--- config.mk ---
export PLATFORM = sky130hd
export DESIGN_NAME = button_event_hold_detector_flat
export DESIGN_NICKNAME = d
export VERILOG_FILES = /design/src/sv/bhd_pkg.sv /design/src/sv/bhd_in_if.sv /design/src/sv/bhd_out_if.sv /design/src/sv/button_event_hold_detector.sv /design/src/flat_wrapper.sv
export SDC_FILE = /design/constraint.sdc
export NUM_CORES = 1
export LEC_CHECK = 0
export ABC_AREA = 1
export BUFFER_PORTS_ARGS = -buffer_cell sky130_fd_sc_hd__buf_2
export CAP_MARGIN = 15
export CORE_ASPECT_RATIO = 1.25
export CORE_MARGIN = 1
export CORE_UTILIZATION = 52
export DETAILED_ROUTE_END_ITERATION = 10
export HOLD_SLACK_MARGIN = 0.03
export PLACE_DENSITY = 0.74
export SLEW_MARGIN = 25
export SYNTH_ARGS = -nofsm -noshare
export SYNTH_HDL_FRONTEND = slang
export SYNTH_SLANG_ARGS = --single-unit
--- constraint.sdc ---
create_clock -name clk -period 3 [get_ports clk]
set_input_delay 0 -clock clk [delete_from_list [all_inputs] [get_ports clk]]
set_output_delay 0 -clock clk [all_outputs]
set_load 0.005 [all_outputs]
--- src/sv/bhd_pkg.sv ---
// Package with shared types and constants of the button event and hold detector.
package bhd_pkg;

  // Number of tracked buttons: two real ones and the virtual any-button
  localparam int unsigned NUM_BTN = 3;
  localparam int unsigned ANY_IDX = 2;

  // Event bit positions inside one button's event field
  localparam int unsigned EV_DOWN_BIT = 0;
  localparam int unsigned EV_UP_BIT   = 1;
  localparam int unsigned EV_HOLD_BIT = 2;

  // Hold time register
  localparam int unsigned HOLD_W           = 16;
  localparam logic [HOLD_W-1:0] HOLD_RESET = 16'd1000;

  // Configuration port geometry and register map
  localparam int unsigned CFG_AW         = 3;
  localparam int unsigned CFG_DW         = 32;
  localparam logic [CFG_AW-1:0] ADDR_HOLD_TICKS = 3'd0;

  typedef logic [NUM_BTN-1:0] btn_vec_t;
  typedef logic [2:0]         ev_bits_t;
  typedef logic [HOLD_W-1:0]  hold_cnt_t;

  // Item function codes
  typedef enum logic [1:0] {
    FUNC_LEVEL = 2'd0,
    FUNC_TICK  = 2'd1,
    FUNC_TAKE  = 2'd2
  } func_t;

endpackage

--- src/sv/bhd_in_if.sv ---
// Input item channel of the button event and hold detector.
interface bhd_in_if;
  logic       valid;
  logic       ready;
  logic [1:0] func;
  logic       button_index;
  logic       level;

  modport source (output valid, output func, output button_index, output level,
                  input ready);
  modport sink (input valid, input func, input button_index, input level,
                output ready);
endinterface

--- src/sv/bhd_out_if.sv ---
// Result item channel of the button event and hold detector.
interface bhd_out_if;
  logic       valid;
  logic       ready;
  logic       accepted;
  logic [2:0] levels;
  logic [2:0] events_btn0;
  logic [2:0] events_btn1;
  logic [2:0] events_any;
  logic       pending_flag;

  modport source (output valid, output accepted, output levels, output events_btn0,
                  output events_btn1, output events_any, output pending_flag,
                  input ready);
  modport sink (input valid, input accepted, input levels, input events_btn0,
                input events_btn1, input events_any, input pending_flag,
                output ready);
endinterface

--- src/sv/button_event_hold_detector.sv ---
// Top level of the button event and hold detector: input register, update logic, result register.
// An accepted item is held in the input register and moves into the result register when that register is free.
// Throughput: one item per cycle while the result side does not stall; the single input register and the result
// register decouple the two sides, so a new item can enter while a result waits to be taken.
// Reset: synchronous active-low rst_n clears levels, events, timers, pending and both
// valid flags, and loads hold_ticks with 1000.
module button_event_hold_detector
  import bhd_pkg::*;
(
  input  logic              clk,
  input  logic              rst_n,
  bhd_in_if.sink            in_ch,
  bhd_out_if.source         out_ch,
  input  logic              cfg_psel,
  input  logic              cfg_penable,
  input  logic              cfg_pwrite,
  input  logic [CFG_AW-1:0] cfg_paddr,
  input  logic [CFG_DW-1:0] cfg_pwdata,
  output logic [CFG_DW-1:0] cfg_prdata,
  output logic              cfg_pready
);

  // Configuration
  hold_cnt_t hold_ticks_r;

  // Input register
  logic       in_valid_r;
  func_t      in_func_r;
  logic       in_idx_r;
  logic       in_lvl_r;

  // Detector state
  btn_vec_t  levels_r, levels_nxt;
  ev_bits_t  ev_r [NUM_BTN];
  ev_bits_t  ev_nxt [NUM_BTN];
  hold_cnt_t cnt_r [NUM_BTN];
  hold_cnt_t cnt_nxt [NUM_BTN];
  btn_vec_t  armed_r, armed_nxt;
  logic      pend_r, pend_nxt;

  // Result register
  logic      out_valid_r;
  logic      acc_r, acc_nxt;
  ev_bits_t  res_ev_r [NUM_BTN];
  ev_bits_t  res_ev_nxt [NUM_BTN];

  logic      advance;
  hold_cnt_t hold_eff;
  btn_vec_t  chg;
  logic      any_lvl;

  // Move the held item into the result register when that register frees up
  assign advance     = in_valid_r && (!out_valid_r || out_ch.ready);
  assign in_ch.ready = !in_valid_r || advance;

  // Configuration port
  assign cfg_pready = 1'b1;
  assign cfg_prdata = (cfg_paddr == ADDR_HOLD_TICKS) ?
                      {{(CFG_DW-HOLD_W){1'b0}}, hold_ticks_r} : '0;

  always_ff @(posedge clk) begin
    if (!rst_n) begin
      hold_ticks_r <= HOLD_RESET;
    end else if (cfg_psel && cfg_penable && cfg_pwrite && cfg_paddr == ADDR_HOLD_TICKS) begin
      hold_ticks_r <= cfg_pwdata[HOLD_W-1:0];
    end
  end

  // Hold an accepted item until it is processed
  always_ff @(posedge clk) begin
    if (!rst_n) begin
      in_valid_r <= 1'b0;
    end else if (in_ch.ready) begin
      in_valid_r <= in_ch.valid;
    end
  end

  always_ff @(posedge clk) begin
    if (in_ch.valid && in_ch.ready) begin
      in_func_r <= func_t'(in_ch.func);
      in_idx_r  <= in_ch.button_index;
      in_lvl_r  <= in_ch.level;
    end
  end

  // Zero hold time counts as one tick
  assign hold_eff = (hold_ticks_r == '0) ? hold_cnt_t'(1) : hold_ticks_r;

  // Compute next state and result for the held item
  always_comb begin
    levels_nxt = levels_r;
    armed_nxt  = armed_r;
    pend_nxt   = pend_r;
    acc_nxt    = 1'b0;
    chg        = '0;
    any_lvl    = 1'b0;
    for (int k = 0; k < NUM_BTN; k++) begin
      ev_nxt[k]     = ev_r[k];
      cnt_nxt[k]    = cnt_r[k];
      res_ev_nxt[k] = '0;
    end

    case (in_func_r)
      FUNC_LEVEL: begin
        // Real buttons: only the addressed one can change
        for (int k = 0; k < ANY_IDX; k++) begin
          chg[k] = (in_idx_r == k[0]) && (levels_r[k] != in_lvl_r);
          if (chg[k]) levels_nxt[k] = in_lvl_r;
        end
        any_lvl      = |levels_nxt[ANY_IDX-1:0];
        chg[ANY_IDX] = (|chg[ANY_IDX-1:0]) && (levels_r[ANY_IDX] != any_lvl);
        if (chg[ANY_IDX]) levels_nxt[ANY_IDX] = any_lvl;
        // Latch edge events and arm or disarm the timers
        for (int k = 0; k < NUM_BTN; k++) begin
          if (chg[k]) begin
            if (levels_nxt[k]) begin
              ev_nxt[k][EV_DOWN_BIT] = 1'b1;
              cnt_nxt[k]             = hold_eff;
              armed_nxt[k]           = 1'b1;
            end else begin
              ev_nxt[k][EV_UP_BIT] = 1'b1;
              cnt_nxt[k]           = '0;
              armed_nxt[k]         = 1'b0;
            end
          end
        end
        if (|chg[ANY_IDX-1:0]) begin
          pend_nxt = 1'b1;
          acc_nxt  = 1'b1;
        end
      end
      FUNC_TICK: begin
        // Count down armed timers; expire at zero
        for (int k = 0; k < NUM_BTN; k++) begin
          if (armed_r[k]) begin
            if (cnt_r[k] != '0) cnt_nxt[k] = cnt_r[k] - hold_cnt_t'(1);
            if (cnt_nxt[k] == '0) begin
              armed_nxt[k]           = 1'b0;
              ev_nxt[k][EV_HOLD_BIT] = 1'b1;
              pend_nxt               = 1'b1;
            end
          end
        end
      end
      FUNC_TAKE: begin
        // Hand out and clear events only when some are pending
        if (pend_r) begin
          for (int k = 0; k < NUM_BTN; k++) begin
            res_ev_nxt[k] = ev_r[k];
            ev_nxt[k]     = '0;
          end
          pend_nxt = 1'b0;
          acc_nxt  = 1'b1;
        end
      end
      default: begin
      end
    endcase
  end

  // Commit state when the item advances
  always_ff @(posedge clk) begin
    if (!rst_n) begin
      levels_r <= '0;
      armed_r  <= '0;
      pend_r   <= 1'b0;
      for (int k = 0; k < NUM_BTN; k++) begin
        ev_r[k]  <= '0;
        cnt_r[k] <= '0;
      end
    end else if (advance) begin
      levels_r <= levels_nxt;
      armed_r  <= armed_nxt;
      pend_r   <= pend_nxt;
      for (int k = 0; k < NUM_BTN; k++) begin
        ev_r[k]  <= ev_nxt[k];
        cnt_r[k] <= cnt_nxt[k];
      end
    end
  end

  // Result register valid
  always_ff @(posedge clk) begin
    if (!rst_n) begin
      out_valid_r <= 1'b0;
    end else if (advance) begin
      out_valid_r <= 1'b1;
    end else if (out_ch.ready) begin
      out_valid_r <= 1'b0;
    end
  end

  // Result register payload
  always_ff @(posedge clk) begin
    if (advance) begin
      acc_r <= acc_nxt;
      for (int k = 0; k < NUM_BTN; k++) res_ev_r[k] <= res_ev_nxt[k];
    end
  end

  assign out_ch.valid        = out_valid_r;
  assign out_ch.accepted     = acc_r;
  assign out_ch.events_btn0  = res_ev_r[0];
  assign out_ch.events_btn1  = res_ev_r[1];
  assign out_ch.events_any   = res_ev_r[ANY_IDX];

  // Levels and pending are loaded together with the state on advance
  logic [2:0] res_lvl_r;
  logic       res_pend_r;
  always_ff @(posedge clk) begin
    if (advance) begin
      res_lvl_r  <= levels_nxt;
      res_pend_r <= pend_nxt;
    end
  end
  assign out_ch.levels       = res_lvl_r;
  assign out_ch.pending_flag = res_pend_r;

endmodule

--- src/flat_wrapper.sv ---
// flat-port wrapper written by rule: the top's interface ports become plain ports
module button_event_hold_detector_flat import bhd_pkg::*;
  (clk, rst_n, cfg_psel, cfg_penable, cfg_pwrite, cfg_paddr, cfg_pwdata, cfg_prdata, cfg_pready, in_ch_valid, in_ch_func, in_ch_button_index, in_ch_level, in_ch_ready, out_ch_valid, out_ch_accepted, out_ch_levels, out_ch_events_btn0, out_ch_events_btn1, out_ch_events_any, out_ch_pending_flag, out_ch_ready);
  bhd_in_if in_ch_i ();
  bhd_out_if out_ch_i ();
  input  logic clk;
  input  logic rst_n;
  input  logic cfg_psel;
  input  logic cfg_penable;
  input  logic cfg_pwrite;
  input  logic [CFG_AW-1:0] cfg_paddr;
  input  logic [CFG_DW-1:0] cfg_pwdata;
  output logic [CFG_DW-1:0] cfg_prdata;
  output logic cfg_pready;
  input wire logic [$bits(in_ch_i.valid)-1:0] in_ch_valid;
  input wire logic [$bits(in_ch_i.func)-1:0] in_ch_func;
  input wire logic [$bits(in_ch_i.button_index)-1:0] in_ch_button_index;
  input wire logic [$bits(in_ch_i.level)-1:0] in_ch_level;
  output wire logic [$bits(in_ch_i.ready)-1:0] in_ch_ready;
  output wire logic [$bits(out_ch_i.valid)-1:0] out_ch_valid;
  output wire logic [$bits(out_ch_i.accepted)-1:0] out_ch_accepted;
  output wire logic [$bits(out_ch_i.levels)-1:0] out_ch_levels;
  output wire logic [$bits(out_ch_i.events_btn0)-1:0] out_ch_events_btn0;
  output wire logic [$bits(out_ch_i.events_btn1)-1:0] out_ch_events_btn1;
  output wire logic [$bits(out_ch_i.events_any)-1:0] out_ch_events_any;
  output wire logic [$bits(out_ch_i.pending_flag)-1:0] out_ch_pending_flag;
  input wire logic [$bits(out_ch_i.ready)-1:0] out_ch_ready;
  assign in_ch_i.valid = in_ch_valid;
  assign in_ch_i.func = in_ch_func;
  assign in_ch_i.button_index = in_ch_button_index;
  assign in_ch_i.level = in_ch_level;
  assign in_ch_ready = in_ch_i.ready;
  assign out_ch_valid = out_ch_i.valid;
  assign out_ch_accepted = out_ch_i.accepted;
  assign out_ch_levels = out_ch_i.levels;
  assign out_ch_events_btn0 = out_ch_i.events_btn0;
  assign out_ch_events_btn1 = out_ch_i.events_btn1;
  assign out_ch_events_any = out_ch_i.events_any;
  assign out_ch_pending_flag = out_ch_i.pending_flag;
  assign out_ch_i.ready = out_ch_ready;
  button_event_hold_detector u_core (.clk(clk), .rst_n(rst_n), .in_ch(in_ch_i), .out_ch(out_ch_i), .cfg_psel(cfg_psel), .cfg_penable(cfg_penable), .cfg_pwrite(cfg_pwrite), .cfg_paddr(cfg_paddr), .cfg_pwdata(cfg_pwdata), .cfg_prdata(cfg_prdata), .cfg_pready(cfg_pready));
endmodule
==> metrics, run 1 <==
Comb pwr share 15.3%; Hold Fails Final Rpt 0; maximum vdd ir drop 0.000343 V; Reg2Reg Launch Point u_core.cnt_r[0][32]$_SDFFCE_PN0P_; Yosys reg bits 100; Sw Ratio 29.7%; Hold Crit Class in2reg; Detailed Route WL 16700 um; Pint 2320 uW; Worst-path clk slew 0.08 ns; DR iter-0 viols 428; Layout Skew 0.0112 ns; Synth Instances 851; total track usage 28.1%; Die W 99.8 um; PwrDens 459 nW/um2; Fmax 0.400 GHz; Post-Syn Area 6220 um2; I/O Buffers 61; total negative slack 0 ns; switching pwr 983 uW; final worst slack 0.501 ns; Reg area 2750 um2; final-stage net count 984; Lkg Pwr 0.00321 uW; DIE HEIGHT 124 um; iteration count of the initial detailed-routing pass 6; first-pass GRT wire length 27000 um; CP max-delay cell edfxtp_1; hold_sp rst_n; CP startpoint kind register; critical path arrival 2.80 ns; number of global-route vias before repair 5568; share of cells above drive strength 1 12.8%; area of the multi-input gates 2910 um2; Layout Cells excl Fill 1101; count of pins over their slew limit 0; vias 5898; post-CTS resize count 0; sequential share of power 49.0%; maximum capacitance violations 0; CTS Buf Count 9; final-layout fill cell count 1065; pre-CTS setup slack 0.532 ns; Worst path most repeated cell nand2_1; Antenna Nets Post-Route 0; WL met3 990 um; Cells after DPL 1063; WL met1 6870 um; critical path type reg2reg; ratio of final minimum period to clock period 83.3%; Buffers & Inverters on Critical Path 1; commonest cells after routing, fill and taps aside nand2_1, nor2_1, inv_1; core box area 11600 um2; Slew headroom 54.2%; RSZ-0062 raised after global routing false; uppermost layer routed met4; drt via density 5.36; synthesized area per cell 7.31 um2; Row Count 44; met2 wire len 8430 um; commonest non-fill, non-tap cell in the layout nand2_1; clk root buf clkbuf_16; Synth cell types 39; H-tree depth 3; Post-DP HPWL 12000 um; clk buf depth 2; Synth warnings 0; CTS tree built; sequential area share after synthesis 44.3%; IO Pins 95; status completed; CP required 3.30 ns; initial antenna violation count 0; Ant. Diodes 0; Tmin final 2.50 ns; Layout area overhead 15.7%; initial core utilization 53.5%; crit path from u_core.cnt_r[0][32]$_SDFFCE_PN0P_; actual slew at the worst max-slew pin 0.680 ns; DRC 0; crit-path cells inv_1 > ha_1 > nand2_4 > nor2_8 > nand3_4 > nand2_1 > nand3_1 > nor2_1 > nand4_2 > nor2_1 > o21bai_1 > nand2_1 > nand2_1 > nand2_1; Worst path max stage delay 0.43 ns; largest net degree at the start of global routing 38; CP Capture Type register; die area 12400 um2; Final setup viols 0; drt wl/cell 15.2 um; Max Fanout on Critical Path 16; clock power share 35.7%; worst skew pair latency 0.36 ns; GRT overflow 0; Top delay family on crit path simple AND/OR/NAND/NOR gates; Placer Congestion 0.958; Clock Sinks 100
power by group through the flow:
stage	registers, uW	clock network [uW]	logic (uW)
after floorplan	1630	0	352
after global placement	1650	0	469
after detailed placement	1650	0	473
after CTS	1620	1190	499
after global routing	1630	1240	567
final	1620	1180	505
layer usage:
| layer | vias up | track usage (%) |
|---|---|---|
| li1 | 2930 | - |
| met1 | 2733 | 34.7 |
| met2 | 204 | 48.5 |
| met3 | 31 | 4.83 |
| met4 | 0 | 10.6 |
| met5 | - | 0 |
what timing repair did:
action                    4_1_cts  5_1_grt
buffers inserted                0        0
hold endpoints to repair       22        0
hold buffers                   22        0
Yosys cell counts:
| master | number | area [um2] |
|---|---|---|
| nand2_4 | 1 | 11.3 |
| ha_1 | 3 | 37.5 |
| buf_4 | 17 | 128 |
| buf_6 | 2 | 22.5 |
| nand3_4 | 1 | 17.5 |
| o21ai_1 | 1 | 5.00 |
| o41ai_1 | 1 | 8.76 |
| o21bai_1 | 1 | 7.51 |
| buf_2 | 2 | 10.0 |
| nand3b_1 | 9 | 67.6 |
| nor2_1 | 113 | 424 |
| xnor2_1 | 2 | 17.5 |
| o21ai_0 | 49 | 245 |
| edfxtp_1 | 75 | 2250 |
| buf_1 | 5 | 18.8 |
| nand2_1 | 224 | 841 |
| o22ai_1 | 11 | 68.8 |
| a21oi_1 | 62 | 310 |
| o21a_1 | 5 | 37.5 |
| nor2_2 | 13 | 81.3 |
| nor3_1 | 4 | 20.0 |
| conb_1 | 2 | 7.51 |
| xor2_1 | 10 | 87.6 |
| inv_2 | 2 | 7.51 |
| nor4_1 | 1 | 6.26 |
| inv_1 | 105 | 394 |
| clkinv_1 | 1 | 3.75 |
| o31ai_1 | 2 | 15.0 |
| nand3_1 | 69 | 345 |
| o32ai_1 | 1 | 8.76 |
| nor2_8 | 1 | 20.0 |
| a31oi_1 | 1 | 6.26 |
| clkbuf_1 | 12 | 45.0 |
| nand2_2 | 3 | 18.8 |
| nor2_4 | 4 | 45.0 |
| a211oi_1 | 1 | 7.51 |
| nand4_1 | 9 | 56.3 |
| dfxtp_1 | 25 | 500 |
| nand4_2 | 1 | 12.5 |
state kept, by name, indices dropped and copies added (netlist names), 2 cells and up:
name and count:
u_core.cnt_r 48, u_core.out_ch.levels 3, u_core.hold_ticks_r 16, u_core.levels_r 3
u_core.res_ev_r 9, u_core.armed_r 3, u_core.ev_r 9, u_core.in_func_r 2
worst min-delay path, cell delays in order:
cell and delay [ns]:
buf_2 0.20, o21ai_0 0.11, a21oi_1 0.04
through the flow:
stage	hold slack, ns	util (%)	power (uW)	area, um2
after detailed placement	0.178	57.5	2120	6670
after global placement	0.178	57.5	2120	6670
after global routing	0.0491	62.0	3440	7200
after CTS	0.0329	62.0	3310	7200
after floorplan	0.0989	-	1990	6280
final	0.0432	62.0	3310	7200
final timing paths:
path                                    endpoint  slack, ns  cells after the start
max reg2reg           u_core.pend_r$_SDFFE_PN0P_       0.50                     14
min reg2reg           u_core.pend_r$_SDFFE_PN0P_       0.48                      2
max                   u_core.pend_r$_SDFFE_PN0P_       0.50                     14
min          u_core.hold_ticks_r[0]$_SDFFE_PN0P_       0.04                      3
cell families (layout without fill, tap and decap cells):
logic type / Yosys count / in the layout / synth area share (%)
xor+xnor: 12 / 12 / 1.69
buf+inv: 146 / 220 / 10.1
other cells: 2 / 17 / 0.121
compound gates: 135 / 135 / 11.6
fa+ha+maj: 3 / 3 / 0.604
simple gates: 453 / 453 / 31.6
flops: 100 / 100 / 44.3
area by class of cell:
class                      count  area share [%]
inverter                     108            5.63
tap                          161            2.80
sequential                   100            38.2
clock inverter                 7            1.08
multi-input combinational    620            40.5
clock buffer                   9            3.13
timing repair buffer          96            8.66
Power figures use the tool's default switching activity.
==> run 2: changes to the inputs <==
Settings changed: ABC_AREA 1 to 0, CORE_UTILIZATION 52 to 58, PLACE_DENSITY 0.74 to 0.78.
Clock period 3 ns to 2.5 ns, I/O delays scaled along.
==> metrics, run 2 <==
status complete, but fails checks (was completed); failing checks setup timing; max FFs per register 48 (unchanged); Post-synth EDFFs 75 (unchanged); Hold Crit Class in2reg (unchanged); Post-Syn Area 6320 um2 (was 6220 um2); Post-DP HPWL 14200 um (was 12000 um); Layout area overhead 37.8% (was 15.7%); initial antenna violation count 0 (unchanged); DR iter-0 viols 707 (was 428); H-tree depth 3 (unchanged); sequential area share after synthesis 43.6% (was 44.3%); commonest cells after routing, fill and taps aside buf_4, nand2_1, edfxtp_1 (was nand2_1, nor2_1, inv_1); final worst hold slack 0.130 ns (was 0.0432 ns); Row Count 42 (was 44); maximum capacitance violations 0 (unchanged); Biggest register u_core.cnt_r (unchanged); pre-CTS setup slack -0.412 ns (was 0.532 ns); final-layout fill cell count 667 (was 1065); overall power 4140 uW (was 3310 uW); Placer Congestion 1.03 (was 0.958); Max Fanout on Critical Path 3 (was 16); count of pins over their slew limit 0 (unchanged); top area cells in the synthesized netlist edfxtp_1, dfxtp_1, nand2_1 (was edfxtp_1, nand2_1, dfxtp_1); Worst-path clk slew 0.07 ns (was 0.08 ns); CTS Buf Count 9 (unchanged); Clock Sinks 100 (unchanged); final worst slack -0.359 ns (was 0.501 ns); iteration count of the initial detailed-routing pass 8 (was 6); clk root buf clkbuf_16 (unchanged); I/O Buffers 61 (unchanged); clk buf depth 2 (unchanged); CP required 2.70 ns (was 3.30 ns); final-stage net count 971 (was 984); Synth top cells by count nand2_1, edfxtp_1, nor2_1 (was nand2_1, nor2_1, inv_1); DRC 0 (unchanged); CP Capture Type register (unchanged); vias 6673 (was 5898); critical path type reg2reg (unchanged); DIE HEIGHT 119 um (was 124 um); number of global-route vias before repair 6354 (was 5568); actual slew at the worst max-slew pin 0.697 ns (was 0.680 ns); Slew headroom 53.3% (was 54.2%); Final setup viols 8 (was 0); crit-path cells or4_4 > or4_4 > mux2i_4 > o2111ai_1 > or4_4 > o211ai_4 > o2bb2ai_2 (was inv_1 > ha_1 > nand2_4 > nor2_8 > nand3_4 > nand2_1 > nand3_1 > nor2_1 > nand4_2 > nor2_1 > o21bai_1 > nand2_1 > nand2_1 > nand2_1); top-count cell post-synth nand2_1 (unchanged); Ant. Diodes 0 (unchanged); Worst path most repeated cell or4_4 (was nand2_1); drt wl/cell 20.6 um (was 15.2 um); synthesized area per cell 8.77 um2 (was 7.31 um2); maximum vdd ir drop 0.000580 V (was 0.000343 V); Synth warnings 0 (unchanged); CP max-delay cell or4_4 (was edfxtp_1); ratio of final minimum period to clock period 114% (was 83.3%); Layout Skew 0.00799 ns (was 0.0112 ns); Hold Fails Final Rpt 0 (unchanged); PwrDens 476 nW/um2 (was 459 nW/um2); Tmin final 2.86 ns (was 2.50 ns); total track usage 38.7% (was 28.1%); largest net degree at the start of global routing 37 (was 38); fraction of registers with async set/reset 0% (unchanged); dominant synthesized flop cell edfxtp_1 (unchanged); Largest regs u_core.cnt_r (48), u_core.hold_ticks_r (16) (unchanged); CTS tree built (unchanged); Synth cell types 65 (was 39); Buffers & Inverters on Critical Path 0 (was 1); Lkg Pwr 0.00344 uW (was 0.00321 uW); Die W 95.4 um (was 99.8 um); GRT overflow 0 (unchanged); core box area 10600 um2 (was 11600 um2); RSZ-0062 raised after global routing true (was false); die area 11300 um2 (was 12400 um2); Top delay family on crit path simple AND/OR/NAND/NOR gates (unchanged); critical path arrival 3.06 ns (was 2.80 ns); Detailed Route WL 21800 um (was 16700 um); worst skew pair latency 0.35 ns (was 0.36 ns); first-pass GRT wire length 33000 um (was 27000 um); IO Pins 95 (unchanged); share of cells above drive strength 1 33.1% (was 12.8%); Yosys reg bits 100 (unchanged); commonest non-fill, non-tap cell in the layout buf_4 (was nand2_1); Antenna Nets Post-Route 0 (unchanged); Worst path max stage delay 0.60 ns (was 0.43 ns); initial core utilization 59.5% (was 53.5%); area leader, netlist edfxtp_1 (unchanged); CP startpoint kind register (unchanged); share of the synthesized area in the top cell type 35.6% (was 36.2%); Fmax 0.350 GHz (was 0.400 GHz); drt via density 6.30 (was 5.36); Synth Instances 721 (was 851)
run 2: changes by cell type in the layout (fill, tap and decap cells not counted), sizes merged, moves of 17 or more:
cell / change
nor3: +27
or3: +18
inv: -93
nand3: -49
or4: +18
nor4: +19
nor2: -66
and2: +20
nand2: -147
buf: +140
a21oi: -17
run 2: report_power, final:
part	total, uW	internal [uW]	switching (uW)	leakage (uW)
Sequential	1920	1850	67.5	0.000970
Combinational	758	348	410	0.00231
Clock	1460	793	668	0.000151
Total	4140	2990	1150	0.00344
run 2: timing repair:
action                     in CTS  in global routing
hold endpoints to repair       22                  0
setup endpoints to repair      13                 20
cloned                          0                  0
hold buffers                   23                  0
pin swaps                       5                 17
resized for setup              28                 46
buffers inserted                5                 12
run 2: worst reg2reg max path, delay by kind of cell, from the launching register on:
family,cells,cell delay (ns)
AOI/OAI and AO/OA,3,0.46
DFF,1,0.39
muxes,1,0.19
and+or+nand+nor,3,1.67
run 2: cell families (layout without fill, tap and decap cells):
| group | Yosys count | after routing | synth area share (%) |
|---|---|---|---|
| other cells | 2 | 17 | 0.119 |
| xor+xnor | 25 | 25 | 3.46 |
| simple gates | 328 | 328 | 26.9 |
| flops | 100 | 100 | 43.6 |
| fa+ha+maj | 4 | 4 | 0.752 |
| compound gates | 173 | 173 | 17.8 |
| buf+inv | 78 | 269 | 5.66 |
| mux | 11 | 11 | 1.78 |
run 2: per-stage QoR:
stage | std cells | area, um2 | util (%) | TNS [ns]
after global routing | 1059 | 8710 | 82.0 | -2.46
after detailed placement | 1004 | 7690 | 72.4 | -2.96
after global placement | 1004 | 7690 | 72.4 | -2.39
after floorplan | 736 | 6540 | - | -0.749
final | 1059 | 8710 | 82.0 | -1.55
after CTS | 1048 | 8410 | 79.2 | -1.52
run 2: area by class of cell:
type	instances	area [um2]	area share [%]
multi-input cells	558	3710	42.6
flip-flops and latches	100	2750	31.6
repair buffers	237	1710	19.6
clock buffers	9	225	2.59
well taps	132	165	1.90
clock inverters	7	82.6	0.948
inverters	16	62.6	0.718
run 2: final timing paths:
path | cells past startpoint | from | endpoint | slack, ns
worst max-delay path | 7 | u_core.cnt_r[0][32]$_SDFFCE_PN0P_ | u_core.out_ch.pending_flag$_DFFE_PP_ | -0.36
worst min register to register | 2 | u_core.hold_ticks_r[0]$_SDFFE_PN0P_ | u_core.hold_ticks_r[0]$_SDFFE_PN0P_ | 0.51
worst max register to register | 7 | u_core.cnt_r[0][32]$_SDFFCE_PN0P_ | u_core.out_ch.pending_flag$_DFFE_PP_ | -0.36
worst min-delay path | 3 | rst_n | u_core.hold_ticks_r[3]$_SDFFE_PN1P_ | 0.13
run 2: metal layers:
layer  track usage [%]  wire, um
met5                 0         0
met4              18.6      1030
met3              5.28      1940
met2              64.0     10800
met1              49.2      8070
==> run 3: changes to the inputs <==
Settings changed: ABC_CLOCK_PERIOD_IN_PS set to 2500, CORE_MARGIN 1 to 10.
==> metrics, run 3 (synthesized netlist as in run 2, its figures left out) <==
DR iter-0 viols 848 (was 707); CP max-delay cell or4_4 (unchanged); largest net degree at the start of global routing 34 (was 37); failing checks setup timing (unchanged); worst skew pair latency 0.35 ns (about the same); maximum capacitance violations 0 (unchanged); Layout area overhead 38.4% (was 37.8%); Layout Cells excl Fill 1061 (was 1059); GRT overflow 0 (unchanged); status complete, but fails checks (unchanged); critical path arrival 3.11 ns (was 3.06 ns); Max Fanout on Critical Path 3 (unchanged); Ant. Diodes 0 (unchanged); Biggest register u_core.cnt_r (unchanged); final worst hold slack 0.131 ns (was 0.130 ns); CTS tree built (unchanged); Slew headroom 56.1% (was 53.3%); total track usage 27.5% (was 38.7%); Row Count 42 (unchanged); initial core utilization 59.5% (unchanged); actual slew at the worst max-slew pin 0.655 ns (was 0.697 ns); overall power 4130 uW (was 4140 uW); Worst path max stage delay 0.60 ns (about the same); first-pass GRT wire length 34500 um (was 33000 um); max FFs per register 48 (unchanged); Lkg Pwr 0.00346 uW (was 0.00344 uW); count of pins over their slew limit 0 (unchanged); IO Pins 95 (unchanged); Clock Sinks 100 (unchanged); ratio of final minimum period to clock period 116% (was 114%); Tmin final 2.90 ns (was 2.86 ns); DRC 0 (unchanged); final-stage net count 973 (was 971); critical path type reg2reg (unchanged); Cells after DPL 1006 (was 1004); CTS Buf Count 9 (unchanged); Final setup viols 10 (was 8); drt via density 6.39 (was 6.30); Worst path most repeated cell or4_4 (unchanged); die area 15500 um2 (was 11300 um2); Layout Skew 0.0107 ns (was 0.00799 ns); pre-CTS setup slack -0.444 ns (was -0.412 ns); Hold Fails Final Rpt 0 (unchanged); Antenna Nets Post-Route 0 (unchanged); DIE HEIGHT 137 um (was 119 um); Detailed Route WL 21900 um (was 21800 um); final worst slack -0.403 ns (was -0.359 ns); PwrDens 472 nW/um2 (was 476 nW/um2); Hold Crit Class in2reg (unchanged); share of cells above drive strength 1 33.5% (was 33.1%); CP startpoint kind register (unchanged); Placer Congestion 0.963 (was 1.03); Post-DP HPWL 14700 um (was 14200 um); R2R cell count 7 (unchanged); RSZ-0062 raised after global routing true (unchanged); I/O Buffers 61 (unchanged); flop-to-flop setup slack -0.40 ns (was -0.36 ns); clk buf depth 2 (unchanged); CP Capture Type register (unchanged); drt wl/cell 20.7 um (was 20.6 um); Die W 113 um (was 95.4 um); maximum vdd ir drop 0.000400 V (was 0.000580 V); H-tree depth 3 (unchanged); final-layout fill cell count 638 (was 667); commonest cells after routing, fill and taps aside buf_4, nand2_1, edfxtp_1 (unchanged); Fmax 0.345 GHz (was 0.350 GHz); CP required 2.71 ns (was 2.70 ns); vias 6776 (was 6673); clk root buf clkbuf_16 (unchanged); number of global-route vias before repair 6639 (was 6354); iteration count of the initial detailed-routing pass 6 (was 8); core box area 10600 um2 (unchanged); Worst-path clk slew 0.07 ns (about the same); Largest regs u_core.cnt_r (48), u_core.hold_ticks_r (16) (unchanged); Worst Hold Path Cells 3 (unchanged); crit-path cells or4_4 > or4_4 > mux2i_2 > o2111ai_2 > or4_4 > o211ai_2 > o2bb2ai_2 (was or4_4 > or4_4 > mux2i_4 > o2111ai_1 > or4_4 > o211ai_4 > o2bb2ai_2); initial antenna violation count 0 (unchanged); commonest non-fill, non-tap cell in the layout buf_4 (unchanged)
-- run 3: changes by cell type in the layout (fill, tap and decap cells not counted), sizes merged --
cell / delta
clkbuf: +1
buf: +2
clkinvlp: +1
clkinv: -2
-- run 3: through the flow --
step / util [%] / TNS (ns) / cell area [um2]
floorplan: - / -0.749 / 6540
global placement: 72.6 / -2.38 / 7700
detailed placement: 72.6 / -3.14 / 7710
CTS: 80.4 / -1.72 / 8540
global route: 82.4 / -2.83 / 8750
finish: 82.4 / -1.88 / 8750
-- run 3: area by class of cell --
type,instances,area (um2),area share (%)
clock buffers,10,229,2.62
inverters,16,62.6,0.715
clock inverters,6,82.6,0.944
multi-input cells,558,3730,42.6
repair buffers,239,1730,19.8
flip-flops and latches,100,2750,31.5
well taps,132,165,1.89
-- run 3: path summary, 6_finish.rpt --
| path | from | endpoint |
|---|---|---|
| max | u_core.cnt_r[0][38]$_SDFFCE_PN0P_ | u_core.out_ch.pending_flag$_DFFE_PP_ |
| min | rst_n | u_core.hold_ticks_r[8]$_SDFFE_PN1P_ |
| max reg2reg | u_core.cnt_r[0][38]$_SDFFCE_PN0P_ | u_core.out_ch.pending_flag$_DFFE_PP_ |
| min reg2reg | u_core.hold_ticks_r[0]$_SDFFE_PN0P_ | u_core.hold_ticks_r[0]$_SDFFE_PN0P_ |
-- run 3: repair_timing --
item,in CTS,in global routing
endpoints found under the hold margin,22,0
setup buffers,11,11
hold buffers,23,0
pin swaps,16,14
gates resized for setup,43,33
setup endpoints to repair,13,18
-- run 3: where the power goes --
group	total [uW]	switching (uW)	internal, uW
clock network	1450	648	797
logic	766	417	350
registers	1920	62.8	1850
total	4130	1130	3000
-- run 3: critical path, delay by kind of cell (launching register included) --
kind            cells  cell delay (ns)
simple gates        3             1.66
compound gates      3             0.49
flops               1             0.39
mux                 1             0.23
-- run 3: layer usage --
| layer | up-vias | GRT usage, % | routed length (um) |
|---|---|---|---|
| li1 | 3029 | - | - |
| met1 | 3192 | 32.4 | 8060 |
| met4 | 0 | 12.3 | 988 |
| met3 | 96 | 6.70 | 2300 |
| met2 | 459 | 46.5 | 10600 |
| met5 | - | 0 | 0 |
